$ cat src/rtl/core/axs_pkg.sv
package axs_pkg;

   // field widths
   localparam int WordW   = 32;
   localparam int AddrW   = 64;
   localparam int RegCnt  = 32;
   localparam int RegIdxW = $clog2(RegCnt);

   // result tuser bit positions
   localparam int RspHitBit      = 0;
   localparam int RspNotFoundBit = 1;
   localparam int RspUserW       = 2;

   // opcode masks and match values
   localparam logic [31:0] AdrpMask  = 32'h9F00_0000;
   localparam logic [31:0] AdrpMatch = 32'h9000_0000;
   localparam logic [31:0] AddMask   = 32'hFF00_0000;
   localparam logic [31:0] AddMatch  = 32'h9100_0000;
   localparam logic [31:0] LdrMask   = 32'hF9C0_0000;
   localparam logic [31:0] LdrMatch  = 32'hF940_0000;
   localparam logic [31:0] AdrMask   = 32'h9F00_0000;
   localparam logic [31:0] AdrMatch  = 32'h1000_0000;
   localparam logic [31:0] LdrlMask  = 32'hFF00_0000;
   localparam logic [31:0] LdrlMatch = 32'h5800_0000;
   localparam logic [63:0] PageMask  = 64'h0000_0000_0000_0FFF;

   // one input word as held in the input register
   typedef struct packed {
      logic [WordW-1:0] word;
      logic [AddrW-1:0] addr;
      logic             first;
      logic             last;
   } item_type;

endpackage

$ cat src/rtl/core/arm64_address_xref_scanner.sv
// an accepted req word passes the input register, then the result register, to become its rsp word
// throughput: one word per cycle while the rsp side is not stalled; the register table is a 32x64
//    memory with two registered read ports and one write port, with a one-deep bypass from the word ahead
// reset: synchronous, active high; clears valid flags, the found flag, target_value and the
//    table valid bits, so every table entry reads as zero; table memory itself is not cleared
module arm64_address_xref_scanner
   import axs_pkg::*;
(
   input  logic                clock,
   input  logic                reset,
   // configuration: target_value
   input  logic                csr_we,
   input  logic [AddrW-1:0]    csr_wdata,
   // request channel
   input  logic                req_tvalid,
   output logic                req_tready,
   input  logic [95:0]         req_tdata,   // instr_word [31:0], instr_addr [95:32]
   input  logic                req_tuser,   // first
   input  logic                req_tlast,   // last
   // response channel
   output logic                rsp_tvalid,
   input  logic                rsp_tready,
   output logic [AddrW-1:0]    rsp_tdata,   // hit_addr [63:0]
   output logic [RspUserW-1:0] rsp_tuser    // hit [0], not_found [1]
);

   // control registers
   logic                s1_valid_ff;
   logic                rsp_valid_ff;
   logic                found_ff;
   logic                found_in;
   logic [RegCnt-1:0]   valid_ff;
   logic [RegCnt-1:0]   valid_in;
   logic [AddrW-1:0]    target_ff;

   // payload registers
   item_type            s1_ff;
   logic [AddrW-1:0]    rd_n_ff;
   logic [AddrW-1:0]    rd_d_ff;
   logic                fwd_n_ff;
   logic                fwd_d_ff;
   logic                val_n_ff;
   logic                val_d_ff;
   logic [AddrW-1:0]    fwd_data_ff;
   logic [AddrW-1:0]    rsp_data_ff;
   logic [RspUserW-1:0] rsp_user_ff;
   logic [AddrW-1:0]    mem [RegCnt];

   // handshake
   logic                s1_move;
   logic                req_accept;
   logic [RegIdxW-1:0]  new_n;
   logic [RegIdxW-1:0]  new_d;

   // decode and datapath
   logic [WordW-1:0]    w;
   logic [AddrW-1:0]    a;
   logic [RegIdxW-1:0]  d;
   logic [11:0]         imm12;
   logic [20:0]         imm21;
   logic [AddrW-1:0]    opn;
   logic [AddrW-1:0]    opd;
   logic [AddrW-1:0]    base;
   logic [AddrW-1:0]    ofs;
   logic [AddrW-1:0]    wval;
   logic [AddrW-1:0]    cmp_val;
   logic                we;
   logic                cmp;
   logic                found_cur;
   logic                hit;
   logic                not_found;

   assign s1_move    = s1_valid_ff && (!rsp_valid_ff || rsp_tready);
   assign req_tready = !s1_valid_ff || s1_move;
   assign req_accept = req_tvalid && req_tready;
   assign new_d      = req_tdata[RegIdxW-1:0];
   assign new_n      = req_tdata[2*RegIdxW-1:RegIdxW];

   assign rsp_tvalid = rsp_valid_ff;
   assign rsp_tdata  = rsp_data_ff;
   assign rsp_tuser  = rsp_user_ff;

   // field extraction
   assign w     = s1_ff.word;
   assign a     = {s1_ff.addr[AddrW-1:2], 2'b00};
   assign d     = w[RegIdxW-1:0];
   assign imm12 = w[21:10];
   assign imm21 = {w[23:5], w[30:29]};

   // source operands: a new scan reads zero, else bypass, else memory if entry valid
   always_comb begin
      opn = '0;
      opd = '0;
      if (!s1_ff.first) begin
         if (fwd_n_ff) begin
            opn = fwd_data_ff;
         end else if (val_n_ff) begin
            opn = rd_n_ff;
         end
         if (fwd_d_ff) begin
            opd = fwd_data_ff;
         end else if (val_d_ff) begin
            opd = rd_d_ff;
         end
      end
   end

   // instruction decode, picks the adder operands
   always_comb begin
      base = '0;
      ofs  = '0;
      we   = 1'b0;
      cmp  = 1'b1;
      if ((w & AdrpMask) == AdrpMatch) begin
         base = a & ~PageMask;
         ofs  = {{31{imm21[20]}}, imm21, 12'h000};
         we   = 1'b1;
         cmp  = 1'b0;
      end else if ((w & AddMask) == AddMatch) begin
         // shift codes 2 and 3 are skipped entirely
         if (w[23]) begin
            cmp = 1'b0;
         end else begin
            base = opn;
            ofs  = w[22] ? {40'h0, imm12, 12'h000} : {52'h0, imm12};
            we   = 1'b1;
         end
      end else if ((w & LdrMask) == LdrMatch) begin
         // zero offset load is skipped
         if (imm12 == 12'h000) begin
            cmp = 1'b0;
         end else begin
            base = opn;
            ofs  = {49'h0, imm12, 3'b000};
            we   = 1'b1;
         end
      end else if ((w & AdrMask) == AdrMatch) begin
         base = a;
         ofs  = {{43{imm21[20]}}, imm21};
         we   = 1'b1;
      end else if ((w & LdrlMask) == LdrlMatch) begin
         base = a;
         ofs  = {43'h0, w[23:5], 2'b00};
         we   = 1'b1;
      end
   end

   assign wval    = base + ofs;
   assign cmp_val = we ? wval : opd;

   // match detection
   assign found_cur = s1_ff.first ? 1'b0 : found_ff;
   assign hit       = cmp && !found_cur && (cmp_val == target_ff);
   assign found_in  = s1_move ? (found_cur | hit) : found_ff;
   assign not_found = s1_ff.last && !(found_cur | hit);

   // table valid bits after the word in the input register retires
   always_comb begin
      valid_in = valid_ff;
      if (s1_move) begin
         if (s1_ff.first) begin
            valid_in = '0;
         end
         if (we) begin
            valid_in[d] = 1'b1;
         end
      end
   end

   // control state
   always_ff @(posedge clock) begin
      if (reset) begin
         s1_valid_ff  <= 1'b0;
         rsp_valid_ff <= 1'b0;
         found_ff     <= 1'b0;
         valid_ff     <= '0;
         target_ff    <= '0;
      end else begin
         if (csr_we) begin
            target_ff <= csr_wdata;
         end
         if (req_accept) begin
            s1_valid_ff <= 1'b1;
         end else if (s1_move) begin
            s1_valid_ff <= 1'b0;
         end
         if (s1_move) begin
            rsp_valid_ff <= 1'b1;
         end else if (rsp_tready) begin
            rsp_valid_ff <= 1'b0;
         end
         found_ff <= found_in;
         valid_ff <= valid_in;
      end
   end

   // input register, table reads with bypass capture, result register
   always_ff @(posedge clock) begin
      if (req_accept) begin
         s1_ff.word  <= req_tdata[WordW-1:0];
         s1_ff.addr  <= req_tdata[WordW+AddrW-1:WordW];
         s1_ff.first <= req_tuser;
         s1_ff.last  <= req_tlast;
         rd_n_ff     <= mem[new_n];
         rd_d_ff     <= mem[new_d];
         fwd_n_ff    <= s1_move && we && (d == new_n);
         fwd_d_ff    <= s1_move && we && (d == new_d);
         val_n_ff    <= valid_in[new_n];
         val_d_ff    <= valid_in[new_d];
         fwd_data_ff <= wval;
      end
      if (s1_move) begin
         rsp_data_ff                 <= hit ? a : '0;
         rsp_user_ff[RspHitBit]      <= hit;
         rsp_user_ff[RspNotFoundBit] <= not_found;
      end
      if (s1_move && we) begin
         mem[d] <= wval;
      end
   end

endmodule

$ cat config.mk
export PLATFORM = sky130hd
export DESIGN_NAME = arm64_address_xref_scanner
export DESIGN_NICKNAME = d
export VERILOG_FILES = /design/src/rtl/core/axs_pkg.sv /design/src/rtl/core/arm64_address_xref_scanner.sv
export SDC_FILE = /design/constraint.sdc
export NUM_CORES = 2
export LEC_CHECK = 0
export BUFFER_PORTS_ARGS = -buffer_cell sky130_fd_sc_hd__buf_2
export CORE_ASPECT_RATIO = 2
export CORE_MARGIN = 2
export CORE_UTILIZATION = 25
export DETAILED_ROUTE_END_ITERATION = 10
export GPL_TIMING_DRIVEN = 0
export HOLD_SLACK_MARGIN = 0.05
export SYNTH_ARGS = -nofsm -noshare
export SYNTH_HDL_FRONTEND = slang
export SYNTH_SLANG_ARGS = --single-unit
$ cat constraint.sdc
create_clock -name clock -period 12.15 [get_ports clock]
set_input_delay 2.43 -clock clock [delete_from_list [all_inputs] [get_ports clock]]
set_output_delay 2.43 -clock clock [all_outputs]
set_load 0.02 [all_outputs]
==> impl_metrics.csv <==
group,metric,value,unit
power,ir_worst_vdd,0.000122,V
yosys,netlist_area,118000,um2
job,max-cap-violations,14,
clock_tree,cts_resized,0,
placement,placed_cell_area,132000,um2
routing,wire_per_inst,39.1,um
finish,nets,7051,
global_route,grt.total_usage,0.213,
yosys,ys_ff_latch,2503,
floorplan,fp-row-count,356,
floorplan,initial_core_util,0.251,
hold_path,hp-class,"reg -> reg",
clock_tree,clk_pin_slew_worst_paths,0.07,ns
routing,avgViaCountPerCell,5.46,
finish,drive_gt1_frac,0.341,
timing,tightest_slew,1.57,ns
placement,port_buffers,228,
worst_setup_path,crit_arrival,12.31,ns
clock_tree,htreeDepth,4,
yosys,synth_edf_count,2404,
routing,drt_first_pass_iters,9,
routing,drc,0,
power,power.density,129,nW/um2
yosys,yosys.cell_types.count,88,
global_route,overflow,0,
yosys,synth_mux_area_frac,0.268,
power,p_total,0.0179,W
yosys,synth-xor-area-share,0.00766,
worst_setup_path,worstSetupPathType,"reg -> reg",
yosys,synth_top_family_by_area,"multiplexers",
global_route,grt-busiest-layer,"met2",
global_route,grt_pass1_vias,75500,
clock_tree,cts.sinks,2503,
global_route,grt_pass1_wl,684000,um
placement,place_inst,12900,
global_route,grt_max_degree,71,
placement,dp_hpwl,400000,um
worst_setup_path,cp-end-kind,"register",
finish,layout.cells.non_filler,13300,
floorplan,io_pins,235,
finish,stdcell_area,139000,um2
worst_setup_path,worstPathCellList,"clkbuf_1 > inv_1 > clkbuf_2 > o21ai_2 > buf_8 > clkbuf_1 > o21ai_0 > ha_1 > buf_2 > nand4_1 > or3_1 > inv_1 > o211ai_1 > a31oi_1 > mux2i_1 > nand2_1 > o2111ai_1 > or4_1 > or4_4 > nor4_4 > buf_12 > buf_6 > a21oi_1",
global_route,met3_usage,0.0321,
worst_setup_path,worst-path-max-fanout,10,
clock_tree,cts_tree,"done",
run_status,violations,"capacitance limit, slew limit",
clock_tree,cts_root_buf,"clkbuf_16",
yosys,synthFlopType,"edfxtp_1",
timing,setup_viol,0,
yosys,synth_compound_area_frac,0.0389,
finish,area_growth,17.9,%
yosys,ys_warn_count,0,
clock_tree,cts_buffer_depth,4,
timing,finClkSkew,0.0758,ns
timing,fin_crit_sh,0.961,
worst_setup_path,slowest_delay,0.98,ns
floorplan,die_h,975,um
worst_setup_path,crit_path_start_kind,"register",
routing,drt-total-wl,520000,um
global_route,grtUsageMet1,0.191,
yosys,async_reset_ff_frac,0,
global_route,antenna_found_initial,38,
floorplan,die_w,489,um
timing,maxSlewViolCount,115,
yosys,synth_seq_area_share,0.630,
timing,hold_viol_final,0,
clock_tree,cts_made_buffers,202,
worst_setup_path,required,12.78,ns
floorplan,dieArea,477000,um2
routing,ant_nets,0,
routing,drt_iter0_markers,8441,
power,leakage,47.9,nW
routing,dr_total_vias,72700,
floorplan,core-area,469000,um2
clock_tree,clk_latency,0.92,ns
worst_setup_path,critPathSlowestCell,"a31oi_1",
yosys,synthAdderAreaFrac,0.00686,
global_route,met2_usage,0.388,
yosys,netlist_instances,6165,
run_status,status,"complete, but fails checks",
timing,slew_headroom,-0.0493,
timing,rsz0062_at_grt,"no",
yosys,syn_avg_cell_area,19.1,um2
timing,fin_crit,11.68,ns
timing,fmax,85.6,MHz
yosys,synthSimpleGateAreaFrac,0.0320,
placement,gp_congestion,1.00,
-- path summary, 6_finish.rpt --
path / slack (ns) / depth (start not counted) / from / endpoint
min reg2reg: 0.51 / 2 / target_ff[49] / target_ff[49]
min: 0.51 / 2 / target_ff[49] / target_ff[49]
max reg2reg: 0.47 / 23 / s1_ff[1] / rsp_tuser[1]
max: 0.47 / 23 / s1_ff[1] / rsp_tuser[1]
-- cells in the mapped netlist, types with 36 or more instances --
master,count,area (um2)
and3_1,67,419
clkbuf_1,307,1150
nand3_1,40,200
inv_1,48,180
mux2i_1,78,781
a22oi_1,123,923
edfxtp_1,2404,72200
nor3_1,37,185
dfxtp_1,99,1980
nand4_1,48,300
mux2_2,130,1460
o21a_1,36,270
a21oi_1,163,816
xnor2_1,55,482
ha_1,63,788
nor2_1,278,1040
o21ai_0,156,781
xor2_1,48,420
buf_1,119,447
nand2_1,186,698
mux4_2,1300,29300
-- what timing repair did --
action	4_1_cts	5_1_grt
setup endpoints to repair	63	0
buffers inserted	1	0
hold buffers	0	0
-- flip-flops by register name, summed over array words and instances (netlist names), 2 cells and up --
signal,cells
mem,2048
fwd_data_ff,64
rd_d_ff,64
rd_n_ff,64
target_ff,64
a,62
rsp_tdata,62
valid_ff,32
w,32
rsp_tuser,2
s1_ff,2
-- area by class of cell --
cell class | instances | area (um2)
inverter | 48 | 180
clock inverter | 131 | 1560
multi-input combinational | 3158 | 42400
fill | 45800 | 331000
sequential | 2503 | 74200
buffer | 457 | 1890
timing repair buffer | 450 | 5390
tap | 6265 | 7840
antenna | 58 | 145
clock buffer | 235 | 5220
-- through the flow --
step                hold slack (ns)  worst slack [ns]  utilization  TNS [ns]
detailed placement            0.491            -0.442        0.281    -24.49
floorplan                     0.446              2.11            -         0
finish                        0.511             0.472        0.296         0
global route                  0.529             0.657        0.295         0
CTS                           0.509             0.288        0.295         0
global placement              0.472             -5.38        0.270  -7243.88
-- cell usage in the layout, fill, tap and decap left out, types with 52 or more instances in the layout --
| cell | instances |
|---|---|
| o21ai_0 | 150 |
| mux2_2 | 130 |
| buf_1 | 112 |
| buf_12 | 118 |
| clkbuf_1 | 289 |
| nand2_1 | 186 |
| ha_1 | 63 |
| a22oi_1 | 123 |
| edfxtp_1 | 2404 |
| clkbuf_16 | 202 |
| a21oi_1 | 161 |
| inv_1 | 52 |
| diode_2 | 58 |
| buf_2 | 251 |
| nor2_1 | 240 |
| mux4_2 | 1300 |
| dfxtp_1 | 99 |
| and3_1 | 67 |
| mux2i_1 | 78 |
-- worst max-delay path, delay by kind of cell (launching register included) --
family                   cells  cell delay [ns]
multiplexers                 1             0.37
buffers and inverters        9             3.67
AND/OR/NAND/NOR              6             3.49
AO/OA/AOI/OAI                6             2.99
flip-flops                   1             0.39
adder cells (fa/ha/maj)      1             0.40
-- power by group --
part	total (W)	switching, W	internal [W]
logic	0.00128	0.000855	0.000427
registers	0.00954	0.0000901	0.00945
clock network	0.00709	0.00338	0.00371
-- metal layers --
layer / wire length, um / up-vias
li1: - / 27700
met1: 145000 / 38500
met2: 274000 / 4769
met3: 34600 / 1726
met4: 67300 / 8
met5: 47 / -
-- cells by family after synthesis --
logic type,count (synthesis)
AO/OA/AOI/OAI,698
XOR/XNOR,103
adder cells (fa/ha/maj),64
buffers and inverters,505
flip-flops,2503
multiplexers,1508
other,1
AND/OR/NAND/NOR,783
No activity file was read; power rests on OpenSTA's default activity.
